File: config.mk
export PLATFORM = sky130hd
export DESIGN_NAME = sroc_queue
export DESIGN_NICKNAME = d
export VERILOG_FILES = /design/src/sroc_pkg.sv /design/src/sroc_queue.sv
export SDC_FILE = /design/constraint.sdc
export NUM_CORES = 1
export LEC_CHECK = 0
export ABC_AREA = 1
export BUFFER_PORTS_ARGS = -buffer_cell sky130_fd_sc_hd__buf_2
export CAP_MARGIN = 20
export CORE_MARGIN = 3
export CORE_UTILIZATION = 60
export CTS_CLUSTER_DIAMETER = 150
export CTS_CLUSTER_SIZE = 12
export DETAILED_ROUTE_END_ITERATION = 7
export PLACE_DENSITY_LB_ADDON = 0.15
export SETUP_SLACK_MARGIN = 0.15
export SLEW_MARGIN = 20
export SYNTH_ARGS = -nofsm -noshare
export SYNTH_HDL_FRONTEND = slang
export SYNTH_SLANG_ARGS = --single-unit
File: constraint.sdc
create_clock -name clk -period 10.4 [get_ports clk]
set_input_delay 0.52 -clock clk [delete_from_list [all_inputs] [get_ports clk]]
set_output_delay 0.52 -clock clk [all_outputs]
set_load 0.01 [all_outputs]
File: src/sroc_pkg.sv
// Shared types and constants for the sorted record order checker.
// No dependencies; every other source file except sroc_ram imports this package.
package sroc_pkg;

    localparam int MAX_RECORD_WORDS_DEF = 256;
    localparam int INDEX_WIDTH_DEF      = 32;
    localparam int DATA_W               = 64;
    localparam int IDX_OUT_W            = 32;

    // Front-to-back queue; depth must be a power of two
    localparam int QUEUE_DEPTH = 4;
    localparam int QPTR_W      = $clog2(QUEUE_DEPTH);
    localparam int LEVEL_W     = $clog2(QUEUE_DEPTH + 1);

    // Result status codes
    localparam logic [1:0] ST_OK       = 2'd0;
    localparam logic [1:0] ST_ORDER    = 2'd1;
    localparam logic [1:0] ST_OVERSIZE = 2'd2;
    localparam logic [1:0] ST_TRUNC    = 2'd3;

    typedef struct packed {
        logic [DATA_W-1:0] data_word;
        logic              last_word;
    } in_item_t;

    typedef struct packed {
        logic [1:0]           status;
        logic [IDX_OUT_W-1:0] record_index;
        logic                 all_in_order;
    } out_item_t;

    // What the back end must do with a queued word
    typedef enum logic [1:0] {
        K_TAKE  = 2'd0,   // payload word, record still open
        K_CLOSE = 2'd1,   // payload word that completes the record
        K_OVER  = 2'd2,   // header calls for too many words
        K_TRUNC = 2'd3    // stream ended inside the record
    } kind_t;

    typedef struct packed {
        kind_t             kind;
        logic              first;        // header word, restarts the compare
        logic              have_prev;
        logic              in_range;     // position lies within previous payload
        logic              prev_longer;  // previous payload longer than this one
        logic [DATA_W-1:0] word;
    } q_entry_t;

    typedef struct packed {
        q_entry_t          ent;
        logic [DATA_W-1:0] prev_word;
    } q_item_t;

endpackage

File: src/sroc_queue.sv
// Short FIFO between front and back ends, entries held in flops.
// Uses sroc_pkg for the entry type and depth.
module sroc_queue import sroc_pkg::*; (
    input  logic               clk,
    input  logic               rst_n,
    input  logic               push,
    input  q_item_t            push_item,
    input  logic               pop,
    output logic               head_valid,
    output q_item_t            head,
    output logic [LEVEL_W-1:0] level
);

    q_item_t             slot_reg [QUEUE_DEPTH];
    logic [QPTR_W-1:0]   wr_ptr_reg;
    logic [QPTR_W-1:0]   rd_ptr_reg;
    logic [LEVEL_W-1:0]  count_reg;

    always_ff @(posedge clk or negedge rst_n)
    begin
        if (!rst_n)
        begin
            wr_ptr_reg <= '0;
            rd_ptr_reg <= '0;
            count_reg  <= '0;
        end
        else
        begin
            if (push)
            begin
                wr_ptr_reg <= wr_ptr_reg + QPTR_W'(1);
            end
            if (pop)
            begin
                rd_ptr_reg <= rd_ptr_reg + QPTR_W'(1);
            end
            if (push && !pop)
            begin
                count_reg <= count_reg + LEVEL_W'(1);
            end
            else if (pop && !push)
            begin
                count_reg <= count_reg - LEVEL_W'(1);
            end
        end
    end

    always_ff @(posedge clk)
    begin
        if (push)
        begin
            slot_reg[wr_ptr_reg] <= push_item;
        end
    end

    assign head_valid = count_reg != '0;
    assign head       = slot_reg[rd_ptr_reg];
    assign level      = count_reg;

    a_no_overflow: assert property (@(posedge clk) disable iff (!rst_n)
        push && !pop |-> count_reg < LEVEL_W'(QUEUE_DEPTH))
        else $error("queue overflow");

    a_no_underflow: assert property (@(posedge clk) disable iff (!rst_n)
        pop |-> count_reg != '0)
        else $error("queue underflow");

endmodule

# ---- Word level (Yosys, flattened, before mapping)
# Memory sizes are Yosys's and may differ from the RTL's.
# Cells that the tools add are included.
# Widths: inputs -> output; s select.
dict set report word_totals {
  ff_bits 7
  ramBits 536
  inputBits 138
  mem_count 1
  out_inout_bits 138
}
# memory depth word_bits read_ports rd_clocked_by_memory_dff write_ports line_no
set mem_list {}
lappend mem_list {slot_reg 4 134 1 0 1 sroc_queue.sv:14} ;# q_item_t slot_reg [QUEUE_DEPTH];
dict set report op_classes {
  n_mux 4
  n_reduce_logical 6
  n_addsub 4
}
# op n
set ops {}
lappend ops {{$mux 3} 2}
lappend ops {{$add 2x1->2 const B} 2}
lappend ops {{$add 3x1->3 const B} 1}
lappend ops {{$reduce_bool 3->1} 1}
lappend ops {{$sub 3x1->3 const B} 1}
lappend ops {{$logic_and 1x1->1} 2}
lappend ops {{$logic_not 1->1} 2}
lappend ops {{$mux 1} 2}
lappend ops {{$reduce_bool 2->1} 1}

# ---- Depth between registers and ports, before layout
dict set report depth {
  word_depth 4
  mapped_depth 9
  depth_no_buf 9
}

# ---- Least setup slack after synthesis
# OpenSTA, ideal clock, no wires.
dict set report synth_timing {
  kind {input port to flip-flop}
  startpoint {input push}
  endpoint {memory slot_reg[1][0] (netlist bit), enable pin}
  setup_time_ps 487
  cell_stages 3
  setup_slack_ps 6510
  arrival_time_ps 3403
  path_buffers 1
  cell_sequence {clkbuf_1 -> nand2_1 -> inv_1}
}
dict set report synth_between {
  elab_chain_len 2
}
# item line_no
set synth_rtl {}
lappend synth_rtl {{start: declaration} sroc_queue.sv:6} ;# input logic push,
lappend synth_rtl {{$mux 1} sroc_queue.sv:50} ;# if (push)
lappend synth_rtl {{$mux 1 (not written as such)} sroc_queue.sv:52} ;# slot_reg[wr_ptr_reg] <= push_item;
lappend synth_rtl {{end: declaration} sroc_queue.sv:14}
# No other way between the ends.

==> qor.yml <==
sta:
  final-hold-violation-count: 0
  finalSetupViolCount: 0
  worst_pin_slew_ns: 1.16
  slew_headroom: 0.226
  fin_crit_sh: 0.413
  maxSlewViolCount: 0
  fin_tns_setup_ns: 0
  min_period_ns: 4.30
  maxClockFrequency_mhz: 233
  fin_skew_ns: 0.0125
  grt_setup_unrepaired: "false"
logic_synthesis:
  synth_cell_types: 19
  synthesis.area_sq_um: 21900
  syn_avg_cell_area_sq_um: 13.6
  ys.flop_type: "edfxtp_1"
  synth_seq_cells: 543
  async_flop_share: 0.0129
  synthCells: 1611
  synth_warnings: 0
  syn_nets: 1755
  ys_seq_area_frac: 0.744
  synth_edf_count: 536
global_routing:
  antenna_found_initial: 14
  grt_max_degree: 273
  grt_pass1_wl_um: 64900
  grt_pass1_vias: 12400
  grt_overflow: 0
  grtUsageTotal: 0.214
finish:
  instances_no_fill: 2341
  area_growth_pct: 12.1
  drive_gt1_frac: 0.185
  finalNetCount: 2004
  largest_reg_flops: 536
  nFillCells: 2448
routing:
  drt-initial-drc-count: 731
  dr.pass1.iters: 4
  num_vias: 12500
  drc: 0
  wirelength_um: 41800
  wire_per_inst_um: 17.8
  via_per_inst: 5.33
  antenna_left: 0
worst_setup_path:
  start_kind: "register"
  cp.required_ns: 9.88
  slowest_delay_ns: 0.89
  crit_path_max_fanout: 108
  crit_slowest_cell: "buf_4"
  cp.arrival_ns: 3.78
  critPathKind: "register to output port"
  crit_chain: "buf_4, buf_4, nand2_1, o211ai_1, nand2_1, buf_2"
  endpoint_kind: "output port"
clock_network:
  cts_resized: 0
  clkLatencyLatePin_ns: 0.57
  htree_levels: 2
  cts.reportedPaths.clkPinSlew_ns: 0.06
  cts_buffer_depth: 3
  cts_root_buffer: "clkbuf_16"
  cts_sinks: 543
  cts_tree: "yes"
  cts_buffers: 51
floorplanning:
  die_area_sq_um: 38800
  rows: 69
  start_util: 0.612
  pin_count: 276
  die-width_um: 197
  core_area_sq_um: 35700
  die_h_um: 197
placement:
  port_buffers: 275
  gp_congestion: 0.739
  place_inst: 2267
  dpl.hpwl_um: 23700
pwr:
  p_leak_nw: 9.80
  peakVddDrop_v: 0.000211
  p_per_area_nw_per_um2: 282
job:
  cap_violations: 0
status:
  status: "completed"
worst_hold_path:
  hold_path.class: "input port to register"
-- cell usage in the layout, fill, tap and decap left out --
master         count
buf_12             1
buf_2            275
buf_4              9
clkbuf_1          10
clkbuf_16         53
dfrtp_1            5
dfrtp_4            2
diode_2            9
dlygate4sd3_1      1
edfxtp_1         536
fa_1               1
ha_1               5
inv_1            275
inv_4              1
inv_6              4
inv_8              1
nand2_1          416
nand3_1            1
nand4_1            1
nor2_1             1
o211ai_1         268
o21ai_0            1
xnor2_1            1
xor2_1             3
-- power breakdown --
| part | internal, mW | switching [mW] |
|---|---|---|
| clock network | 0.906 | 0.708 |
| registers | 2.87 | 0.151 |
| logic | 0.734 | 1.53 |
-- layout make-up --
| cell class | count | area (sq um) | area share |
|---|---|---|---|
| multi-input cells | 698 | 3710 | 0.151 |
| flip-flops and latches | 543 | 16300 | 0.664 |
| clock inverters | 1 | 11.3 | 0.000459 |
| well taps | 461 | 577 | 0.0235 |
| diodes | 9 | 22.5 | 0.000919 |
| repair buffers | 286 | 1470 | 0.0601 |
| clock buffers | 63 | 1360 | 0.0556 |
| inverters | 280 | 1070 | 0.0438 |
-- per-layer routing --
layer	global-route usage	wire [um]
met1	0.275	17300
met2	0.360	20300
met3	0.0571	2980
met4	0.0713	1010
met5	0	97
-- cells in the mapped netlist (2+ instances only) --
cell      number  area (sq um)
xor2_1         3          26.3
buf_2         13          65.1
buf_4         19           143
nand2_1      416          1560
dfrtp_1        7           175
edfxtp_1     536         16100
clkbuf_1       5          18.8
ha_1           5          62.6
o211ai_1     268          2010
buf_6         51           574
clkbuf_8       2          27.5
inv_1        279          1050
-- timing repair --
action / in CTS / in global routing
endpoints found under the hold margin: 7 / 0
buffers inserted: 0 / 0
hold buffers: 1 / 0
-- worst max-delay path: cells and delay by family (launching register included) --
kind,cells,cell delay [ns]
buffers and inverters,3,1.83
DFF,1,0.84
and+or+nand+nor,2,0.26
AOI/OAI and AO/OA,1,0.12
-- cells by family after synthesis --
family | after synthesis | synth area share
AND/OR/NAND/NOR | 419 | 0.0721
AO/OA/AOI/OAI | 269 | 0.0923
flip-flops | 543 | 0.744
XOR/XNOR | 4 | 0.00160
adder cells (fa/ha/maj) | 6 | 0.00378
buffers and inverters | 370 | 0.0861
-- final timing paths --
check	end	cells past startpoint	slack, ns	from
min in group asynchronous	wr_ptr_reg[1]$_DFFE_PN0P_	2	0.31	rst_n
worst min-delay path	slot_reg[3][119]$_DFFE_PP_	1	0.16	push_item[119]
max in group asynchronous	rd_ptr_reg[1]$_DFFE_PN0P_	2	9.92	rst_n
worst min register to register	level[2]$_DFFE_PN0P_	2	0.50	level[2]$_DFFE_PN0P_
worst max-delay path	head[132]	6	6.10	rd_ptr_reg[0]$_DFFE_PN0P_
worst max register to register	slot_reg[2][53]$_DFFE_PP_	5	7.73	wr_ptr_reg[0]$_DFFE_PN0P_
-- per-stage QoR --
stage               hold WS [ns]  worst slack (ns)  area [sq um]   util  power [mW]
floorplan                  0.224              6.51         21900      -        4.74
global placement           0.359              6.86         23100  0.646        5.32
detailed placement         0.359              6.75         23100  0.646        5.37
CTS                        0.118              6.11         24500  0.685        6.99
global route               0.134              5.76         24500  0.686        7.32
finish                     0.159              6.10         24500  0.686        6.90
No activity file was read; power rests on OpenSTA's default activity.
