`config.mk`:
```
export PLATFORM = sky130hd
export DESIGN_NAME = sroc_front
export DESIGN_NICKNAME = d
export VERILOG_FILES = /design/src/sroc_pkg.sv /design/src/sroc_front.sv
export SDC_FILE = /design/constraint.sdc
export NUM_CORES = 1
export LEC_CHECK = 0
export ABC_AREA = 1
export BUFFER_PORTS_ARGS = -buffer_cell sky130_fd_sc_hd__buf_2
export CAP_MARGIN = 20
export CORE_UTILIZATION = 43
export DETAILED_ROUTE_END_ITERATION = 6
export PLACE_DENSITY_LB_ADDON = 0.1
export SYNTH_ARGS = -nofsm -noshare
export SYNTH_HDL_FRONTEND = slang
export SYNTH_SLANG_ARGS = --single-unit
```
`constraint.sdc`:
```
create_clock -name clk -period 3.5 [get_ports clk]
set_input_delay 0.7 -clock clk [delete_from_list [all_inputs] [get_ports clk]]
set_output_delay 0.7 -clock clk [all_outputs]
set_load 0.05 [all_outputs]
```
`src/sroc_pkg.sv`:
```
// Shared types and constants for the sorted record order checker.
// No dependencies; every other source file except sroc_ram imports this package.
package sroc_pkg;

    localparam int MAX_RECORD_WORDS_DEF = 256;
    localparam int INDEX_WIDTH_DEF      = 32;
    localparam int DATA_W               = 64;
    localparam int IDX_OUT_W            = 32;

    // Front-to-back queue; depth must be a power of two
    localparam int QUEUE_DEPTH = 4;
    localparam int QPTR_W      = $clog2(QUEUE_DEPTH);
    localparam int LEVEL_W     = $clog2(QUEUE_DEPTH + 1);

    // Result status codes
    localparam logic [1:0] ST_OK       = 2'd0;
    localparam logic [1:0] ST_ORDER    = 2'd1;
    localparam logic [1:0] ST_OVERSIZE = 2'd2;
    localparam logic [1:0] ST_TRUNC    = 2'd3;

    typedef struct packed {
        logic [DATA_W-1:0] data_word;
        logic              last_word;
    } in_item_t;

    typedef struct packed {
        logic [1:0]           status;
        logic [IDX_OUT_W-1:0] record_index;
        logic                 all_in_order;
    } out_item_t;

    // What the back end must do with a queued word
    typedef enum logic [1:0] {
        K_TAKE  = 2'd0,   // payload word, record still open
        K_CLOSE = 2'd1,   // payload word that completes the record
        K_OVER  = 2'd2,   // header calls for too many words
        K_TRUNC = 2'd3    // stream ended inside the record
    } kind_t;

    typedef struct packed {
        kind_t             kind;
        logic              first;        // header word, restarts the compare
        logic              have_prev;
        logic              in_range;     // position lies within previous payload
        logic              prev_longer;  // previous payload longer than this one
        logic [DATA_W-1:0] word;
    } q_entry_t;

    typedef struct packed {
        q_entry_t          ent;
        logic [DATA_W-1:0] prev_word;
    } q_item_t;

endpackage

```
`src/sroc_front.sv`:
```
// Front end: deframes records, decodes header length, drives the store ports
// and hands one classified entry per payload word to the queue. Uses sroc_pkg.
module sroc_front import sroc_pkg::*; #(
    parameter int MAX_RECORD_WORDS = MAX_RECORD_WORDS_DEF
) (
    input  logic                                clk,
    input  logic                                rst_n,
    input  logic                                in_valid,
    output logic                                in_stall,
    input  in_item_t                            in_data,
    input  logic                                cfg_valid,
    output logic                                cfg_ready,
    input  logic [1:0]                          cfg_data,
    input  logic [LEVEL_W-1:0]                  q_level,
    output logic                                s1_valid,
    output q_entry_t                            s1_entry,
    output logic                                wr_en,
    output logic [$clog2(MAX_RECORD_WORDS):0]   wr_addr,
    output logic [DATA_W-1:0]                   wr_data,
    output logic [$clog2(MAX_RECORD_WORDS):0]   rd_addr
);

    localparam int POS_W = $clog2(MAX_RECORD_WORDS);
    localparam int CNT_W = $clog2(MAX_RECORD_WORDS + 1);
    localparam int SUM_W = LEVEL_W + 1;

    typedef enum logic [1:0] {
        PH_KEY    = 2'd0,
        PH_HEADER = 2'd1,
        PH_BODY   = 2'd2
    } phase_t;

    phase_t           phase_reg, phase_next;
    logic [CNT_W-1:0] pos_reg, pos_next;
    logic [CNT_W-1:0] expected_reg, expected_next;
    logic [CNT_W-1:0] prev_words_reg, prev_words_next;
    logic             bank_reg, bank_next;
    logic             have_prev_reg, have_prev_next;
    logic             halted_reg, halted_next;
    logic [1:0]       color_code_reg;
    logic             s1_valid_reg;
    q_entry_t         s1_entry_reg;

    logic             accept;
    logic             work;
    logic [SUM_W-1:0] level_sum;
    logic [DATA_W-1:0] quot;
    logic             oversize;
    logic             oversize_hit;
    logic [CNT_W-1:0] exp_hdr;
    logic [CNT_W-1:0] cur_pos;
    logic [CNT_W-1:0] cur_exp;
    logic [CNT_W-1:0] pos_inc;
    logic             closes;
    q_entry_t         entry;

    // Space is reserved for the entry already in flight to the queue
    assign level_sum = SUM_W'(q_level) + SUM_W'(s1_valid_reg);
    assign in_stall  = level_sum >= SUM_W'(QUEUE_DEPTH);
    assign accept    = in_valid && !in_stall;
    assign cfg_ready = 1'b1;

    // List size divided by words-per-colour folds into one fixed shift per code
    always_comb
    begin
        unique case (color_code_reg)
            2'd0:    quot = in_data.data_word >> 59;
            2'd1:    quot = in_data.data_word >> 50;
            2'd2:    quot = in_data.data_word >> 33;
            default: quot = in_data.data_word;
        endcase
    end

    assign oversize     = quot >= DATA_W'(MAX_RECORD_WORDS);
    assign exp_hdr      = CNT_W'(quot) + CNT_W'(1);
    assign oversize_hit = (phase_reg == PH_HEADER) && oversize;
    assign cur_pos      = (phase_reg == PH_HEADER) ? '0 : pos_reg;
    assign cur_exp      = (phase_reg == PH_HEADER) ? exp_hdr : expected_reg;
    assign pos_inc      = cur_pos + CNT_W'(1);
    assign closes       = pos_inc >= cur_exp;
    assign work         = accept && !halted_reg && (phase_reg != PH_KEY);

    always_comb
    begin
        entry.first       = (phase_reg == PH_HEADER);
        entry.have_prev   = have_prev_reg;
        entry.in_range    = cur_pos < prev_words_reg;
        entry.prev_longer = prev_words_reg > cur_exp;
        entry.word        = in_data.data_word;
        if (oversize_hit)
            entry.kind = K_OVER;
        else if (closes)
            entry.kind = K_CLOSE;
        else if (in_data.last_word)
            entry.kind = K_TRUNC;
        else
            entry.kind = K_TAKE;
    end

    assign wr_en   = work && !oversize_hit;
    assign wr_addr = {bank_reg, cur_pos[POS_W-1:0]};
    assign wr_data = in_data.data_word;
    assign rd_addr = {~bank_reg, cur_pos[POS_W-1:0]};

    always_comb
    begin
        phase_next      = phase_reg;
        pos_next        = pos_reg;
        expected_next   = expected_reg;
        prev_words_next = prev_words_reg;
        bank_next       = bank_reg;
        have_prev_next  = have_prev_reg;
        halted_next     = halted_reg;
        if (accept && !halted_reg)
        begin
            unique case (phase_reg) inside
                PH_KEY:
                begin
                    phase_next = in_data.last_word ? PH_KEY : PH_HEADER;
                end
                PH_HEADER, PH_BODY:
                begin
                    if (oversize_hit)
                    begin
                        halted_next = 1'b1;
                    end
                    else if (closes)
                    begin
                        prev_words_next = cur_exp;
                        bank_next       = ~bank_reg;
                        have_prev_next  = 1'b1;
                        phase_next      = PH_KEY;
                        pos_next        = '0;
                    end
                    else if (in_data.last_word)
                    begin
                        halted_next = 1'b1;
                    end
                    else
                    begin
                        phase_next    = PH_BODY;
                        pos_next      = pos_inc;
                        expected_next = cur_exp;
                    end
                end
                default:
                begin
                    phase_next = PH_KEY;
                end
            endcase
        end
    end

    always_ff @(posedge clk or negedge rst_n)
    begin
        if (!rst_n)
        begin
            phase_reg      <= PH_KEY;
            pos_reg        <= '0;
            expected_reg   <= '0;
            prev_words_reg <= '0;
            bank_reg       <= 1'b0;
            have_prev_reg  <= 1'b0;
            halted_reg     <= 1'b0;
            color_code_reg <= 2'd0;
            s1_valid_reg   <= 1'b0;
        end
        else
        begin
            phase_reg      <= phase_next;
            pos_reg        <= pos_next;
            expected_reg   <= expected_next;
            prev_words_reg <= prev_words_next;
            bank_reg       <= bank_next;
            have_prev_reg  <= have_prev_next;
            halted_reg     <= halted_next;
            s1_valid_reg   <= work;
            if (cfg_valid && cfg_ready)
            begin
                color_code_reg <= cfg_data;
            end
        end
    end

    // Entry is registered so it meets the registered store read
    always_ff @(posedge clk)
    begin
        s1_entry_reg <= entry;
    end

    assign s1_valid = s1_valid_reg;
    assign s1_entry = s1_entry_reg;

    a_halt_quiet: assert property (@(posedge clk) disable iff (!rst_n)
        halted_reg |=> !s1_valid_reg)
        else $error("front issued an entry while halted");

endmodule

```
# --- After elaboration in Yosys (flattened, before gate mapping) ---
# Cells that the tools add are included.
classes:
  n_bitwise: 4
  reduce_logical: 18
  n_mux: 15
  eq_ne: 8
  add_sub_neg: 3
  magnitude_cmp: 5
ops:
  columns: ["operator", "n"]
  rows:
  - ["$pmux 64 s3", 1]
  - ["$ge 64x9->1 const B", 1]
  - ["$mux 9", 4]
  - ["$add 9x1->9 const B", 2]
  - ["$reduce_and 4->1", 3]
  - ["$mux 2", 5]
  - ["$ge 9x9->1", 1]
  - ["$gt 9x9->1", 1]
  - ["$lt 9x9->1", 1]
  - ["$logic_and 1x1->1", 5]
  - ["$reduce_and 5->1", 1]
  - ["$add 3x1->4", 1]
  - ["$eq 2x1->1 const B", 2]
  - ["$eq 2x2->1 const B", 2]
  - ["$ge 4x3->1 const B", 1]
  - ["$logic_not 2->1", 2]
  - ["$mux 1", 4]
  - ["$ne 2x2->1 const B", 2]
  - ["$not 1->1", 4]
  - ["$pmux 2 s2", 1]
  - ["$reduce_bool 2->1", 2]
  - ["$logic_not 1->1", 3]
  - ["$ne 3x3->1 const B", 1]
  - ["$reduce_and 3->1", 1]
  - ["2 further kinds", 2]
word_totals:
  word_cells: 68
  reg_bits: 105
  output_inout_bits: 156
  input_bits: 74

# --- Longest topological paths before layout ---
logic_depth:
  ltp_word: 8
  depth_mapped: 26
  mapped_depth_nobuf: 25

# --- Least setup slack after synthesis ---
# No wires, ideal clock.
synth_timing:
  kind: "register -> register"
  start: "register phase_reg[0]"
  end: "register pos_reg[0]"
  setup_ns: 0.117
  stages_incl_launch_ff: 25
  t_required_ns: 3.383
  setup_slack_ns: -0.556
  arrival_ns: 3.939
  path_buffers: 3
  cell_sequence: "dfrtp_1 ha_1 buf_2 buf_1 nor2_1 ha_1 inv_1 nor2_1 inv_1 nand2_1 inv_1 ha_1 a21oi_1 inv_1 a31oi_1 or2_2 nand3_1 a21oi_1 o21ai_1 nand2_2 nand2_4 buf_2 nor2_1 nand2_1 nand2_1"
synth_rtl:
  columns: ["item", "line", "source"]
  rows:
  - ["from (decl)", "sroc_front.sv:33", "phase_t phase_reg, phase_next;"]
  - ["from (signal assigned)", "sroc_front.sv:170", "phase_reg <= phase_next;"]
  - ["to (signal assigned)", "sroc_front.sv:171", "pos_reg <= pos_next;"]
  - ["to (decl)", "sroc_front.sv:34", "logic [CNT_W-1:0] pos_reg, pos_next;"]

# --- Worst setup path in the final report ---
layout_timing:
  start: "register color_code_reg[0]"
  end: "output port wr_en"
layout_between:
  elab_chain_len: 6
  elab_cells_between_ends: 8
  cone_classes: "1 x order compare; 2 x eq/ne; 1 x mux; 4 x reduce/logical"
layout_rtl:
  columns: ["item", "line", "source"]
  rows:
  - ["from (decl)", "sroc_front.sv:40", "logic [1:0] color_code_reg;"]
  - ["from (signal assigned)", "sroc_front.sv:180", "color_code_reg <= cfg_data;"]
  - ["$eq 2x2->1, or another cell as far along", "sroc_front.sv:66", "unique case (color_code_reg)"]
  - ["$pmux 64 s3 *", "sroc_front.sv:66", null]
  - ["$ge 64x9->1 *", "sroc_front.sv:74", "assign oversize = quot >= DATA_W'(MAX_RECORD_WORDS);"]
  - ["$logic_and 1x1->1 *", "sroc_front.sv:76", "assign oversize_hit = (phase_reg == PH_HEADER) && oversize;"]
  - ["$logic_not 1->1 *", "sroc_front.sv:100", "assign wr_en = work && !oversize_hit;"]
  - ["$logic_and 1x1->1 *", "sroc_front.sv:100", null]
  - ["to (decl)", "sroc_front.sv:17", "output logic wr_en,"]
# Every way passes the cells marked *; elsewhere a longest branch is shown, timed or not.

==> impl_metrics.toml <==
[hold_path]
whs_path_depth = 0
hold_start = "have_prev_reg"
holdPathEnd = "s1_entry[66]"
hold_class = "reg -> reg"

[finish]
largest_reg_flops = 70
nets = 929
n_fill_cell = 1097
fin_area_um2 = 6650
area_growth_pct = 28.3
fin_util = 0.575
layout-drive-gt1-share = 0.398
fin_cells = 978
antenna_cells = 0

[global_routing]
grt_pass1_vias = 4464
grt_max_degree = 36
antenna_found_initial = 0
grt_overflow_total = 0
grt_pass1_wl_mm = 22.3
track_usage = 0.231

[placed_design]
place.gp.congestion = 0.904
post-dp-hpwl_mm = 11.3
dpl-instance-area_um2 = 6150
dpl.cell_count = 954
portBuffers = 228

[logic_synthesis]
synth_cell_types = 40
synth_nets = 731
synth_warnings = 0
avgSynthCellArea_um2 = 8.19
ys_async_sr_fraction = 0.333
synth-seq-cells = 105
yosys_most_used_dff = "dfxtp_1"
synth_edf_count = 0
netlist_area_um2 = 5180
netlist_instances = 632
ys_seq_area_frac = 0.440

[clock_tree]
clk_pin_slew_ns = 0.07
root_buffer = "clkbuf_16"
cts_tree = "done"
numCtsBuffers = 9
worst_skew_pair.late_latency_ns = 0.36
htreeDepth = 3
clkSinkCount = 105
clockBufferDepth = 2

[setup_path]
critical_path_class = "reg -> out"
cp-start-kind = "flop"
ff2ff_path_depth = 19
reg2reg_to = "bank_reg"
required_ns = 2.80
ff2ff_setup_slack_ns = 0.25
end_kind = "output pin"
cp_max_fo = 10
worstPathArrival_ns = 2.58
r2r-start = "color_code_reg[1]"

[sta]
finalCritPeriodShare = 0.937
timing.hold.ws_ns = 0.374
fmax_mhz = 305
tightest_slew_ns = 0.838
setup_viol = 0
drv_slew = 0
hold_violations = 0
fin_crit_ns = 3.28
clock_skew_ns = 0.00864
slew_headroom = 0.442

[floorplan]
dieArea_um2 = 12500
die_y_um = 112
start_util = 0.448
core_um2 = 11600
die_w_um = 112
num_io_pins = 230
row_count = 39

[detailed_routing]
drt_iter0_markers = 269
detail-route-antenna-nets = 0
routed_wl_mm = 14.1
drt_first_pass_iters = 7
via_per_inst = 4.79
wl_per_cell_um = 14.5
drc = 13
num_vias = 4684

[power]
total_leakage_power_nw = 3.60
vdd_drop_max_uv = 284
powerDensity_nw_per_um2 = 434
p_total_mw = 2.89

[status]
violations = "design-rule violations"
status = "finished with violations"

[flow_run]
cap_viol_max_count = 0
-- synth_stat cells (2+ instances only) --
cell      instances  area, um2
nand2_1         128        480
inv_1            76        285
buf_4            74        556
dfxtp_1          70       1400
nor2_1           45        169
dfrtp_1          35        876
nand3_1          30        150
ha_1             25        313
o21ai_0          21        105
o21ai_1          14       70.1
nand2_2          11       68.8
nand4_1          10       62.6
nor4_1           10       62.6
a21oi_1           8       40.0
inv_2             8       30.0
nor3_1            8       40.0
o21a_1            7       52.6
a31oi_1           4       25.0
buf_6             4       45.0
xor2_1            4       35.0
a221oi_1          3       26.3
and3_1            3       18.8
buf_2             3       15.0
nor2_4            3       33.8
o21bai_1          3       22.5
or2_0             3       18.8
or2_1             3       18.8
or2_2             3       18.8
xnor2_1           3       26.3
nor2_2            2       12.5
o211ai_1          2       15.0
-- cells in the final DEF, fill, tap and decap left out, types with 3 or more instances in the layout --
| master | count |
|---|---|
| buf_4 | 34 |
| nand2_4 | 4 |
| dfxtp_1 | 70 |
| a31oi_1 | 3 |
| nand4_1 | 10 |
| o21a_1 | 7 |
| nor2_2 | 3 |
| nand3_1 | 30 |
| buf_2 | 227 |
| nor4_1 | 10 |
| o21ai_2 | 3 |
| nor2_4 | 7 |
| o21bai_1 | 3 |
| or2_1 | 3 |
| dfrtp_1 | 33 |
| or2_0 | 3 |
| and3_1 | 3 |
| or2_2 | 3 |
| inv_2 | 8 |
| buf_6 | 5 |
| a221oi_1 | 3 |
| xor2_1 | 4 |
| nand2_2 | 9 |
| clkbuf_16 | 10 |
| o21ai_1 | 14 |
| nor2_1 | 40 |
| o21ai_0 | 18 |
| ha_1 | 22 |
| nor3_1 | 7 |
| nand2_1 | 127 |
| a21oi_1 | 8 |
| ha_4 | 3 |
| inv_1 | 76 |
-- layer usage --
metal,up-vias,track usage,share of wire
met5,-,0,0
met4,0,0.0784,0.013
met3,13,0.0403,0.065
met2,192,0.371,0.46
met1,2148,0.314,0.47
li1,2331,-,-
-- power by group --
part	switching (mW)	total (mW)	internal, mW
Combinational	0.466	0.625	0.159
Clock	0.468	1.00	0.536
Sequential	0.0126	1.26	1.24
Total	0.947	2.89	1.94
-- kinds of logic (layout without fill, tap and decap cells) --
| logic type | count (synthesis) | count (layout) | share of synthesized area |
|---|---|---|---|
| other cells | 1 | 1 | 0.000724 |
| buf+inv | 166 | 369 | 0.180 |
| compound gates | 63 | 63 | 0.0703 |
| flops | 105 | 105 | 0.440 |
| fa+ha+maj | 25 | 25 | 0.0604 |
| simple gates | 264 | 264 | 0.233 |
| xor+xnor | 8 | 8 | 0.0150 |
-- critical path, stage by stage (launching register included) --
cell and delay, ns:
dfrtp_2 0.44, buf_12 0.14, inv_2 0.08, buf_6 0.15, nand2_2 0.08, nor4_1 0.27
a31oi_1 0.11, a21oi_1 0.13, o21ai_0 0.13, nand2_1 0.09, nand2_1 0.06, nand2_1 0.08
inv_1 0.08, nor3_1 0.13, clkbuf_4 0.26
-- per-stage QoR --
stage	TNS, ns	setup WS [ns]
final	0	0.220
after global routing	-0.0911	-0.0261
after CTS	0	0.00800
after detailed placement	-3.43	-0.158
after global placement	-1.48	-0.0804
after floorplan	0	0.0221
-- cell type report --
cell class                      instances  area (um2)  area share
Clock buffer                           12         258      0.0388
Timing Repair Buffer                  269        1500       0.225
Multi-Input combinational cell        361        2080       0.314
Inverter                               84         315      0.0474
Tap cell                              143         179      0.0269
Clock inverter                          4        33.8     0.00508
Sequential cell                       105        2280       0.343
-- worst max-delay path by stage --
stage,startpoint,to,slack (ns),cells past startpoint
after floorplan,phase_reg[0],prev_words_reg[6],0.02,24
after global placement,in_data[2],expected_reg[5],-0.08,21
after detailed placement,in_data[2],pos_reg[8],-0.16,22
after CTS,color_code_reg[1],pos_reg[3],0.008,23
after global routing,color_code_reg[0],have_prev_reg,-0.03,21
final,color_code_reg[0],wr_en,0.22,14
-- timing repair --
action | in CTS | in global routing
hold buffers | 0 | 0
buffers inserted | 0 | 7
setup endpoints to repair | 9 | 35
gates resized for setup | 2 | 33
endpoints found under the hold margin | 0 | 0
cloned | 0 | 1
pin swaps | 0 | 8
No activity file was read; power rests on OpenSTA's default activity.
