### config.mk
export PLATFORM = sky130hd
export DESIGN_NAME = sroc_back
export DESIGN_NICKNAME = d
export VERILOG_FILES = /design/src/sroc_pkg.sv /design/src/sroc_back.sv
export SDC_FILE = /design/constraint.sdc
export NUM_CORES = 1
export LEC_CHECK = 0
export BUFFER_PORTS_ARGS = -buffer_cell sky130_fd_sc_hd__buf_2
export CAP_MARGIN = 40
export CORE_ASPECT_RATIO = 1.4
export CORE_UTILIZATION = 50
export CTS_CLUSTER_SIZE = 20
export DETAILED_ROUTE_END_ITERATION = 12
export GPL_TIMING_DRIVEN = 1
export PLACE_DENSITY = 0.93
export SLEW_MARGIN = 20
export SYNTH_ARGS = -nofsm -noshare
export SYNTH_HDL_FRONTEND = slang
export SYNTH_SLANG_ARGS = --single-unit
### constraint.sdc
create_clock -name clk -period 6.1 [get_ports clk]
set_input_delay 0.305 -clock clk [delete_from_list [all_inputs] [get_ports clk]]
set_output_delay 0.305 -clock clk [all_outputs]
set_load 0.05 [all_outputs]
### src/sroc_pkg.sv
// Shared types and constants for the sorted record order checker.
// No dependencies; every other source file except sroc_ram imports this package.
package sroc_pkg;

    localparam int MAX_RECORD_WORDS_DEF = 256;
    localparam int INDEX_WIDTH_DEF      = 32;
    localparam int DATA_W               = 64;
    localparam int IDX_OUT_W            = 32;

    // Front-to-back queue; depth must be a power of two
    localparam int QUEUE_DEPTH = 4;
    localparam int QPTR_W      = $clog2(QUEUE_DEPTH);
    localparam int LEVEL_W     = $clog2(QUEUE_DEPTH + 1);

    // Result status codes
    localparam logic [1:0] ST_OK       = 2'd0;
    localparam logic [1:0] ST_ORDER    = 2'd1;
    localparam logic [1:0] ST_OVERSIZE = 2'd2;
    localparam logic [1:0] ST_TRUNC    = 2'd3;

    typedef struct packed {
        logic [DATA_W-1:0] data_word;
        logic              last_word;
    } in_item_t;

    typedef struct packed {
        logic [1:0]           status;
        logic [IDX_OUT_W-1:0] record_index;
        logic                 all_in_order;
    } out_item_t;

    // What the back end must do with a queued word
    typedef enum logic [1:0] {
        K_TAKE  = 2'd0,   // payload word, record still open
        K_CLOSE = 2'd1,   // payload word that completes the record
        K_OVER  = 2'd2,   // header calls for too many words
        K_TRUNC = 2'd3    // stream ended inside the record
    } kind_t;

    typedef struct packed {
        kind_t             kind;
        logic              first;        // header word, restarts the compare
        logic              have_prev;
        logic              in_range;     // position lies within previous payload
        logic              prev_longer;  // previous payload longer than this one
        logic [DATA_W-1:0] word;
    } q_entry_t;

    typedef struct packed {
        q_entry_t          ent;
        logic [DATA_W-1:0] prev_word;
    } q_item_t;

endpackage

### src/sroc_back.sv
// Back end: running lexicographic compare, status decision, record counter,
// sticky flag and the output register. Uses sroc_pkg.
module sroc_back import sroc_pkg::*; #(
    parameter int INDEX_WIDTH = INDEX_WIDTH_DEF
) (
    input  logic      clk,
    input  logic      rst_n,
    input  logic      head_valid,
    input  q_item_t   head,
    output logic      pop,
    output logic      out_valid,
    input  logic      out_stall,
    output out_item_t out_data
);

    typedef enum logic [1:0] {
        CMP_EQUAL   = 2'd0,
        CMP_LESS    = 2'd1,
        CMP_GREATER = 2'd2
    } cmp_t;

    cmp_t                   cmp_reg;
    logic [INDEX_WIDTH-1:0] counter_reg;
    logic                   sticky_reg;
    logic                   out_valid_reg;
    out_item_t              out_reg;

    cmp_t       cmp_base;
    cmp_t       cmp_new;
    logic       produces;
    logic       order_bad;
    logic [1:0] status_new;
    logic       sticky_new;

    assign produces = head.ent.kind != K_TAKE;
    assign pop      = head_valid && (!produces || !out_valid_reg || !out_stall);

    // The first differing word decides; a shorter previous payload is the lesser
    always_comb
    begin
        cmp_base = head.ent.first ? CMP_EQUAL : cmp_reg;
        cmp_new  = cmp_base;
        if (head.ent.have_prev && (cmp_base == CMP_EQUAL))
        begin
            if (!head.ent.in_range)
                cmp_new = CMP_LESS;
            else if (head.prev_word > head.ent.word)
                cmp_new = CMP_GREATER;
            else if (head.prev_word < head.ent.word)
                cmp_new = CMP_LESS;
        end
    end

    assign order_bad = head.ent.have_prev &&
                       ((cmp_new == CMP_GREATER) ||
                        ((cmp_new == CMP_EQUAL) && head.ent.prev_longer));

    always_comb
    begin
        unique case (head.ent.kind)
            K_TAKE:  status_new = ST_OK;
            K_CLOSE: status_new = order_bad ? ST_ORDER : ST_OK;
            K_OVER:  status_new = ST_OVERSIZE;
            K_TRUNC: status_new = ST_TRUNC;
            default: status_new = ST_OK;
        endcase
    end

    assign sticky_new = sticky_reg && (status_new == ST_OK);

    always_ff @(posedge clk or negedge rst_n)
    begin
        if (!rst_n)
        begin
            cmp_reg       <= CMP_EQUAL;
            counter_reg   <= '0;
            sticky_reg    <= 1'b1;
            out_valid_reg <= 1'b0;
        end
        else
        begin
            if (pop && produces)
            begin
                out_valid_reg <= 1'b1;
                sticky_reg    <= sticky_new;
                cmp_reg       <= CMP_EQUAL;
                if (head.ent.kind == K_CLOSE)
                begin
                    counter_reg <= counter_reg + INDEX_WIDTH'(1);
                end
            end
            else
            begin
                if (!out_stall)
                begin
                    out_valid_reg <= 1'b0;
                end
                if (pop)
                begin
                    cmp_reg <= cmp_new;
                end
            end
        end
    end

    always_ff @(posedge clk)
    begin
        if (pop && produces)
        begin
            out_reg.status       <= status_new;
            out_reg.record_index <= IDX_OUT_W'(counter_reg);
            out_reg.all_in_order <= sticky_new;
        end
    end

    assign out_valid = out_valid_reg;
    assign out_data  = out_reg;

    a_sticky_holds: assert property (@(posedge clk) disable iff (!rst_n)
        !sticky_reg |=> !sticky_reg)
        else $error("sticky flag set again after a failure");

    a_fail_clears_flag: assert property (@(posedge clk) disable iff (!rst_n)
        out_valid_reg && (out_reg.status != ST_OK) |-> !out_reg.all_in_order)
        else $error("failure reported with flag still set");

endmodule

# ---- After elaboration in Yosys (flattened, before gate mapping)
# Cells that the tools add are included.
dict set report word_totals {
  elab_cells 45
  ff_bits 71
  output_inout_bits 37
}
dict set report op_classes {
  n_addsub 1
  n_lt_le_gt_ge 2
  n_eq_ne 5
  n_mux 11
  reduce_logical 19
}
# op count
set ops {}
lappend ops {{64-bit greater-than comparator} 1}
lappend ops {{64-bit less-than comparator} 1}
lappend ops {{32-bit by 1-bit adder with 32-bit output, second input constant} 1}
lappend ops {{2-bit two-way mux} 7}
lappend ops {{2-bit zero test} 4}
lappend ops {{2-bit case mux with 4 select lines} 1}
lappend ops {{2-bit equality test, second input constant} 3}
lappend ops {{1-bit logical AND} 6}
lappend ops {{2-bit nonzero test} 2}
lappend ops {{1-bit zero test} 3}
lappend ops {{1-bit logical OR} 3}
lappend ops {{1-bit two-way mux} 3}
lappend ops {{2-bit by 1-bit equality test with 1-bit output, second input constant} 1}
lappend ops {{2-bit by 1-bit != test with 1-bit output, second input constant} 1}
lappend ops {{2-bit AND reduction} 1}

# ---- Longest topological paths before layout
# Gate-level depths: netlist (run 1).
dict set report logic_depth {
  depth_word 13
  depth_mapped 11
  ltp_nobuf 11
}

# ---- Worst setup path before layout (run 1)
# No wires, ideal clock.
dict set report synth_timing {
  path_type {flip-flop to flip-flop}
  startpoint {register out_valid_reg, in the netlist out_valid}
  endpoint {register cmp_reg[1]}
  setup_slack_ns 3.251
  setup_time_ns 0.122
  stages_incl_launch_ff 6
  arrival_time_ns 2.727
  path_buffers 0
  t_required_ns 5.978
  cell_sequence {dfrtp_1 > nand2_2 > nand2_2 > nor2_1 > a21oi_1 > a32o_1}
}
dict set report synth_via {
  elab_chain_len 6
  word_cells_on_any_way 7
  classes_between {mux (1); reduce/logical (6)}
}
# element line
set synth_lines {}
lappend synth_lines {{start: declaration} sroc_back.sv:25} ;# logic out_valid_reg;
lappend synth_lines {{start signal: assignment} sroc_back.sv:78} ;# out_valid_reg <= 1'b0;
lappend synth_lines {{start signal: assignment} sroc_back.sv:84} ;# out_valid_reg <= 1'b1;
lappend synth_lines {{start signal: assignment} sroc_back.sv:96} ;# out_valid_reg <= 1'b0;
lappend synth_lines {{1-bit zero test (*)} sroc_back.sv:36} ;# assign pop = head_valid && (!produces || !out_valid_reg || !out_stall);
lappend synth_lines {{1-bit logical OR (*) (2 in series)} sroc_back.sv:36}
lappend synth_lines {{1-bit logical AND (*)} sroc_back.sv:36}
lappend synth_lines {{1-bit logical AND} sroc_back.sv:82} ;# if (pop && produces)
lappend synth_lines {{2-bit two-way mux / 2-bit nonzero test (equally long branches)} --}
lappend synth_lines {{end signal: assignment} sroc_back.sv:100} ;# cmp_reg <= cmp_new;
lappend synth_lines {{end: declaration} sroc_back.sv:22} ;# cmp_t cmp_reg;
# Mark *: on every way between the ends. The rest lies on a longest branch, timed or not.
# A chain may end at the register's enable or synchronous reset.

# ---- Final worst setup path (run 1)
dict set report layout_timing {
  startpoint {input port head[30] in the netlist's numbering}
  endpoint {register out_reg, in the netlist out_data[0] (data pin)}
}
dict set report layout_via {
  elab_chain_len 13
  word_cells_on_any_way 15
  classes_between {order compare (2); eq/ne (1); mux (6); reduce/logical (6)}
}
# element line
set layout_lines {}
lappend layout_lines {{start: declaration} sroc_back.sv:9} ;# input q_item_t head,
lappend layout_lines {{64-bit less-than comparator} sroc_back.sv:49} ;# else if (head.prev_word < head.ent.word)
lappend layout_lines {{2-bit two-way mux} sroc_back.sv:49}
lappend layout_lines {{2-bit two-way mux (*)} sroc_back.sv:47} ;# else if (head.prev_word > head.ent.word)
lappend layout_lines {{2-bit two-way mux (*)} sroc_back.sv:45} ;# if (!head.ent.in_range)
lappend layout_lines {{2-bit two-way mux (*)} sroc_back.sv:43} ;# if (head.ent.have_prev && (cmp_base == CMP_EQUAL))
lappend layout_lines {{2-bit zero test} sroc_back.sv:56} ;# ((cmp_new == CMP_EQUAL) && head.ent.prev_longer));
lappend layout_lines {{1-bit logical AND} sroc_back.sv:56}
lappend layout_lines {{1-bit logical OR (*)} sroc_back.sv:55} ;# ((cmp_new == CMP_GREATER) ||
lappend layout_lines {{1-bit logical AND (*)} sroc_back.sv:54} ;# assign order_bad = head.ent.have_prev &&
lappend layout_lines {{1-bit two-way mux (*)} sroc_back.sv:62} ;# K_CLOSE: status_new = order_bad ? ST_ORDER : ST_OK;
lappend layout_lines {{2-bit case mux with 4 select lines (*)} sroc_back.sv:60} ;# unique case (head.ent.kind)
lappend layout_lines {{2-bit zero test (*)} sroc_back.sv:69} ;# assign sticky_new = sticky_reg && (status_new == ST_OK);
lappend layout_lines {{1-bit logical AND (*)} sroc_back.sv:69}
lappend layout_lines {{via sticky_new} sroc_back.sv:33} ;# logic sticky_new;
lappend layout_lines {{end: declaration} sroc_back.sv:26} ;# out_item_t out_reg;
# Mark *: on every way through the listed nets, which the timed path passes. The rest lies on a longest branch.

==> reports/metrics.csv, run 1 <==
metric;value;unit
Worst Hold Class;in -> reg;
Final #Nets;808;
initial core utilization;51.4;%
Final Setup Violations;0;
Slew @ Worst Pin;0.753;ns
wire length per cell;14.9;um
number of global-route vias before repair;3888;
TritonCTS Buffers;9;
Synth Flop Type;edfxtp_1;
setup bufs post-CTS;0;
FP Rows;40;
Yosys cell types;52;
Die Wd;81.0;um
Setup crit start kind;primary input;
max-slew violations;0;
htree depth;3;
Final TNS setup;0;ns
Via-to-Cell Ratio;5.26;
drt drc;0;
gr usage total;24.9;%
Max Buffers Root-to-Sink;2;
root buffer cell;clkbuf_16;
Top Ports;175;
CP endpoint kind;flip-flop;
Post-synth EDFFs;35;
Clock Latency Late Sink;0.33;ns
Fmax;416;MHz
largest family of logic cells by synthesized area;adder cells;
simple-gate portion of the synthesized area;15.3;%
Core Box Area;0.00851;mm2
CTS tree;yes;
CP required;6.18;ns
relative slew slack;49.7;%
Async SR Flop Fraction;50.7;%
commonest non-fill, non-tap cells in the layout;buf_2, inv_1, ha_1;
Yosys reg bits;71;
Largest register FFs;35;
synthesis warning total;0;
post-cts resize count;0;
Layout area overhead;30.5;%
drt first pass iters;4;
clock-pin slew on the worst setup and hold paths;0.05;ns
grt ovf;0;
total of max-cap violations;0;
Leak Pwr;2.98;nW
compound-cell area share of the yosys netlist;8.28;%
Max FO, Critical Path;3;
Avg Inst Size Synth;10.4;um2
layout cells sized above 1;34.3;%
Max IR drop VDD;0.239;mV
Post-Place Cells;697;
Arr. time, crit path;2.48;ns
syn_nets;623;
largest net degree at the start of global routing;38;
global-route wire length before repair;17.2;mm
unrepaired setup endpoints after global routing;false;
Vert. Die Dim;113;um
CTS Hold Buffers Added;0;
DPL Wire Length;8.82;mm
Die Footprint;0.00912;mm2
WS Path Type;in -> reg;
Vias;3773;
Layout Skew;0.00319;ns
Final period util;39.4;%
post-synthesis sequential area ratio;44.7;%
post-synthesis mux area share;0.258;%
xor/xnor share of the synthesized area;6.21;%
fin crit period;2.40;ns
PwrDens;241;mW/mm2
Post-Syn Area;0.00437;mm2
commonest non-fill, non-tap cell in the layout;buf_2;
DRT Wirelength;10.7;mm
cells after synthesis;420;
Post-Synth Adder-Cell Area;18.6;%
Hold Vio Cnt, Final;0;
fin cells;717;
outcome;finished, final reports clean;
antenna violations before repair;3;
number of DRC markers in iteration 0;167;
Final ANT Viol Nets;0;
PortBufs;174;
Sink Count;71;
GP Congestion;0.900;
## kinds of logic (layout without fill, tap and decap cells)
| group | after synthesis | after routing |
|---|---|---|
| other | 0 | 2 |
| XOR/XNOR | 31 | 31 |
| flip-flops | 71 | 71 |
| AND/OR/NAND/NOR | 118 | 118 |
| buffers and inverters | 74 | 264 |
| AO/OA/AOI/OAI | 60 | 60 |
| adder cells (fa/ha/maj) | 65 | 65 |
| multiplexers | 1 | 1 |
## stage by stage
stage                     power [mW]  area (um2)  hold WS, ns  util [%]  setup slack [ns]
after floorplan                0.739        4370      0.00941         -              3.25
after global placement         0.830        5360        0.421      63.0              3.53
after detailed placement       0.846        5360        0.438      63.0              3.35
after CTS                       1.38        5670       0.0942      66.6              3.69
after global routing            1.43        5700        0.268      67.0              3.51
final                           1.38        5700        0.243      67.0              3.70
## cells in the mapped netlist, types with 2 or more instances
| cell type | n | share of area, % |
|---|---|---|
| nor2b_1 | 2 | 0.29 |
| and4_1 | 3 | 0.60 |
| nand2_2 | 2 | 0.29 |
| nor3_1 | 3 | 0.34 |
| dfrtp_1 | 35 | 20 |
| o21bai_1 | 2 | 0.34 |
| nor4_2 | 2 | 0.57 |
| nor2_1 | 15 | 1.3 |
| nor2_2 | 5 | 0.72 |
| a211oi_1 | 3 | 0.52 |
| ha_1 | 65 | 19 |
| xnor2_1 | 24 | 4.8 |
| nand2b_1 | 3 | 0.43 |
| a221o_1 | 2 | 0.46 |
| edfxtp_1 | 35 | 24 |
| nand3_1 | 25 | 2.9 |
| and3_1 | 6 | 0.86 |
| a21o_1 | 3 | 0.52 |
| inv_1 | 70 | 6.0 |
| nand2_1 | 25 | 2.1 |
| nand4_1 | 15 | 2.1 |
| xor2_1 | 7 | 1.4 |
| and2_1 | 2 | 0.29 |
| a21oi_1 | 28 | 3.2 |
| o21ai_0 | 11 | 1.3 |
## worst max-delay path: stages
cell and delay [ns]:
buf_2 0.12, ha_1 0.31, nand4_2 0.15, or4_4 0.57
nor4_2 0.34, o41ai_1 0.14, o2111ai_1 0.18, a21oi_2 0.10
o21bai_1 0.17, nor2_1 0.07
## report_power, final
| group | internal (mW) | switching, mW | total [mW] |
|---|---|---|---|
| clock | 0.356 | 0.180 | 0.537 |
| sequential | 0.541 | 0.0230 | 0.564 |
| combinational | 0.105 | 0.169 | 0.274 |
| total | 1.00 | 0.372 | 1.38 |
## path summary, 6_finish.rpt
path / endpoint / slack (ns) / cells past startpoint / start
max in group asynchronous: sticky_reg / 5.26 / 3 / rst_n
min in group asynchronous: counter_reg[11] / 0.35 / 2 / rst_n
hold / removal: out_valid / 0.24 / 3 / out_stall
setup reg to reg: counter_reg[26] / 3.73 / 9 / out_valid
hold reg to reg: sticky_reg / 0.45 / 2 / sticky_reg
setup / recovery: out_data[0] / 3.70 / 10 / head[30]
## layout make-up
type / count / area, um2
Fill cell: 667 / 2810
Multi-Input combinational cell: 275 / 2130
Sequential cell: 71 / 1950
Timing Repair Buffer: 177 / 908
Inverter: 71 / 267
Clock buffer: 12 / 236
Tap cell: 105 / 131
Clock inverter: 4 / 70.1
Antenna cell: 2 / 5.00
## metal layers
layer	global-route usage [%]	share of wire [%]	wire, um
met3	6.83	7.3	775
met1	25.5	36	3870
met2	46.0	53	5700
met4	10.6	2.9	306
met5	0	0.12	13
(Power assumes the default switching activity.)
==> run 2: changes to the inputs <==
CORE_UTILIZATION = 44   (was 50)
PLACE_DENSITY = 0.88   (was 0.93)
clock period = 2.1 ns   (was 6.1 ns; I/O delays follow)
==> run 2 against run 1 <==
Against the previous run: design area is 9.0% higher; total power grew to 2.9 times the previous value; core utilization is 2.0 points lower; die area is 13% higher; critical path type unchanged; non-clock buffer count is 27 higher; flip-flop and latch count stayed put; wire length is 3.5% higher; critical path depth is 1 higher; highest routed layer is now met4.
==> reports/metrics.csv, run 2 (synthesized netlist as in run 1, its figures left out) <==
metric;value;unit
FP Rows;42;
Die Footprint;0.0103;mm2
register area;0.00195;mm2
CP endpoint kind;flip-flop;
Filler Cells Inserted;725;
Layout Skew;0.00453;ns
Vias;3889;
root buffer cell;clkbuf_16;
Slew @ Worst Pin;0.353;ns
placed cell area;0.00559;mm2
wire length per cell;14.3;um
drt drc;0;
Setup crit start kind;primary input;
Final #Nets;835;
Die Wd;86.2;um
PwrDens;633;mW/mm2
Max Buffers Root-to-Sink;2;
max-slew violations;0;
fin cells;769;
Internal Pwr Total;2.83;mW
DRT Wirelength;11.0;mm
TritonCTS Buffers;9;
Pwr Total;3.93;mW
Arr. time, crit path;2.16;ns
commonest non-fill, non-tap cells in the layout;buf_2, inv_1, ha_1;
footprint of the multi-input gates;0.00233;mm2
outcome;finished, final reports clean;
grt ovf;0;
Sw Ratio;27.9;%
largest net degree at the start of global routing;37;
CTS tree;yes;
Final ANT Viol Nets;0;
DPL Wire Length;8.58;mm
Vert. Die Dim;120;um
htree depth;3;
Clock Latency Late Sink;0.32;ns
unrepaired setup endpoints after global routing;true;
Post-Place Cells;746;
antenna violations before repair;0;
CP required;2.17;ns
number of DRC markers in iteration 0;163;
Via-to-Cell Ratio;5.06;
design area;0.00621;mm2
Core Box Area;0.00956;mm2
layout cells sized above 1;41.9;%
Worst Hold Class;in -> reg;
relative slew slack;76.4;%
Max IR drop VDD;0.368;mV
Layout area overhead;42.2;%
commonest non-fill, non-tap cell in the layout;buf_2;
Hold Vio Cnt, Final;0;
WS Path Type;in -> reg;
drt first pass iters;4;
initial core utilization;45.7;%
Leak Pwr;3.17;nW
Final WS setup;0.0159;ns
global-route wire length before repair;17.0;mm
Max FO, Critical Path;2;
clock group share of total power;35.7;%
Final Setup Violations;0;
sequential share of power;41.6;%
combinational share of power;22.7;%
GP Congestion;0.888;
fin crit period;2.08;ns
Ant. Diodes;0;
total of max-cap violations;0;
gr usage total;21.1;%
Sw Pwr;1.10;mW
Sink Count;71;
PortBufs;174;
clock-pin slew on the worst setup and hold paths;0.05;ns
Top Ports;175;
pre-CTS WS;-0.304;ns
Fmax;480;MHz
Final period util;99.2;%
number of global-route vias before repair;4006;
Largest register FFs;35;
## run 2: cell types whose count changed in the layout (fill, tap and decap cells not counted), moves of 3 or more
cell and change:
nand3_2 +3, buf_4 +26, inv_2 +6, clkbuf_8 +3, ha_1 -8, nor2_4 +3, ha_4 +8, clkbuf_1 -3
inv_1 -8, nand3_1 -4, buf_6 +12, buf_2 -13
## run 2: path summary, 6_finish.rpt
path,startpoint,to,slack [ns],cells after the start
worst max-delay path,head[88],out_data[0],0.02,11
worst min-delay path,out_stall,out_valid,0.04,3
worst max register to register,out_valid,counter_reg[31],0.03,10
worst min register to register,counter_reg[14],out_data[15],0.44,0
max in group asynchronous,rst_n,sticky_reg,1.42,3
min in group asynchronous,rst_n,counter_reg[8],0.19,2
## run 2: power groups by stage
stage | registers (mW) | clock network [mW] | logic, mW
after floorplan | 1.83 | 0 | 0.322
after global placement | 1.65 | 0 | 0.792
after detailed placement | 1.66 | 0 | 0.834
after CTS | 1.63 | 1.42 | 0.838
after global routing | 1.64 | 1.48 | 0.983
final | 1.63 | 1.40 | 0.892
## run 2: cell type report
type | count | share of cell area, %
clock buffers | 12 | 4.29
clock inverters | 4 | 0.302
inverters | 71 | 4.37
multi-input cells | 275 | 37.5
flip-flops and latches | 71 | 31.5
well taps | 132 | 2.66
repair buffers | 204 | 19.5
## run 2: critical path, stage by stage
cell and delay (ns):
buf_2 0.09, inv_2 0.04, ha_4 0.24, nand4_1 0.13, or4_4 0.59, nor4_4 0.36
o41ai_2 0.14, o2111ai_2 0.12, a21oi_2 0.09, o21bai_1 0.17, nor2_1 0.08
## run 2: repair_timing
action	4_1_cts	5_1_grt
pin swaps	0	22
resized for setup	2	47
setup endpoints to repair	3	13
hold buffers	1	0
hold endpoints to repair	35	0
buffers inserted	0	5
## run 2: metrics by stage
stage / hold WS [ns] / util, % / TNS (ns)
2_1_floorplan: -0.191 / - / -0.730
3_3_place_gp: 0.223 / 58.4 / -0.779
3_5_place_dp: 0.231 / 58.4 / -1.20
4_1_cts: 0.0103 / 61.6 / 0
5_1_grt: 0.0443 / 65.0 / -0.437
6_report: 0.0366 / 65.0 / 0
## run 2: metal layers
metal / global-route usage, % / vias up / part of all wire [%]
li1: - / 1884 / -
met1: 21.3 / 1799 / 36
met2: 40.9 / 181 / 56
met3: 3.58 / 25 / 5.3
met4: 9.79 / 0 / 2.4
met5: 0 / - / 0
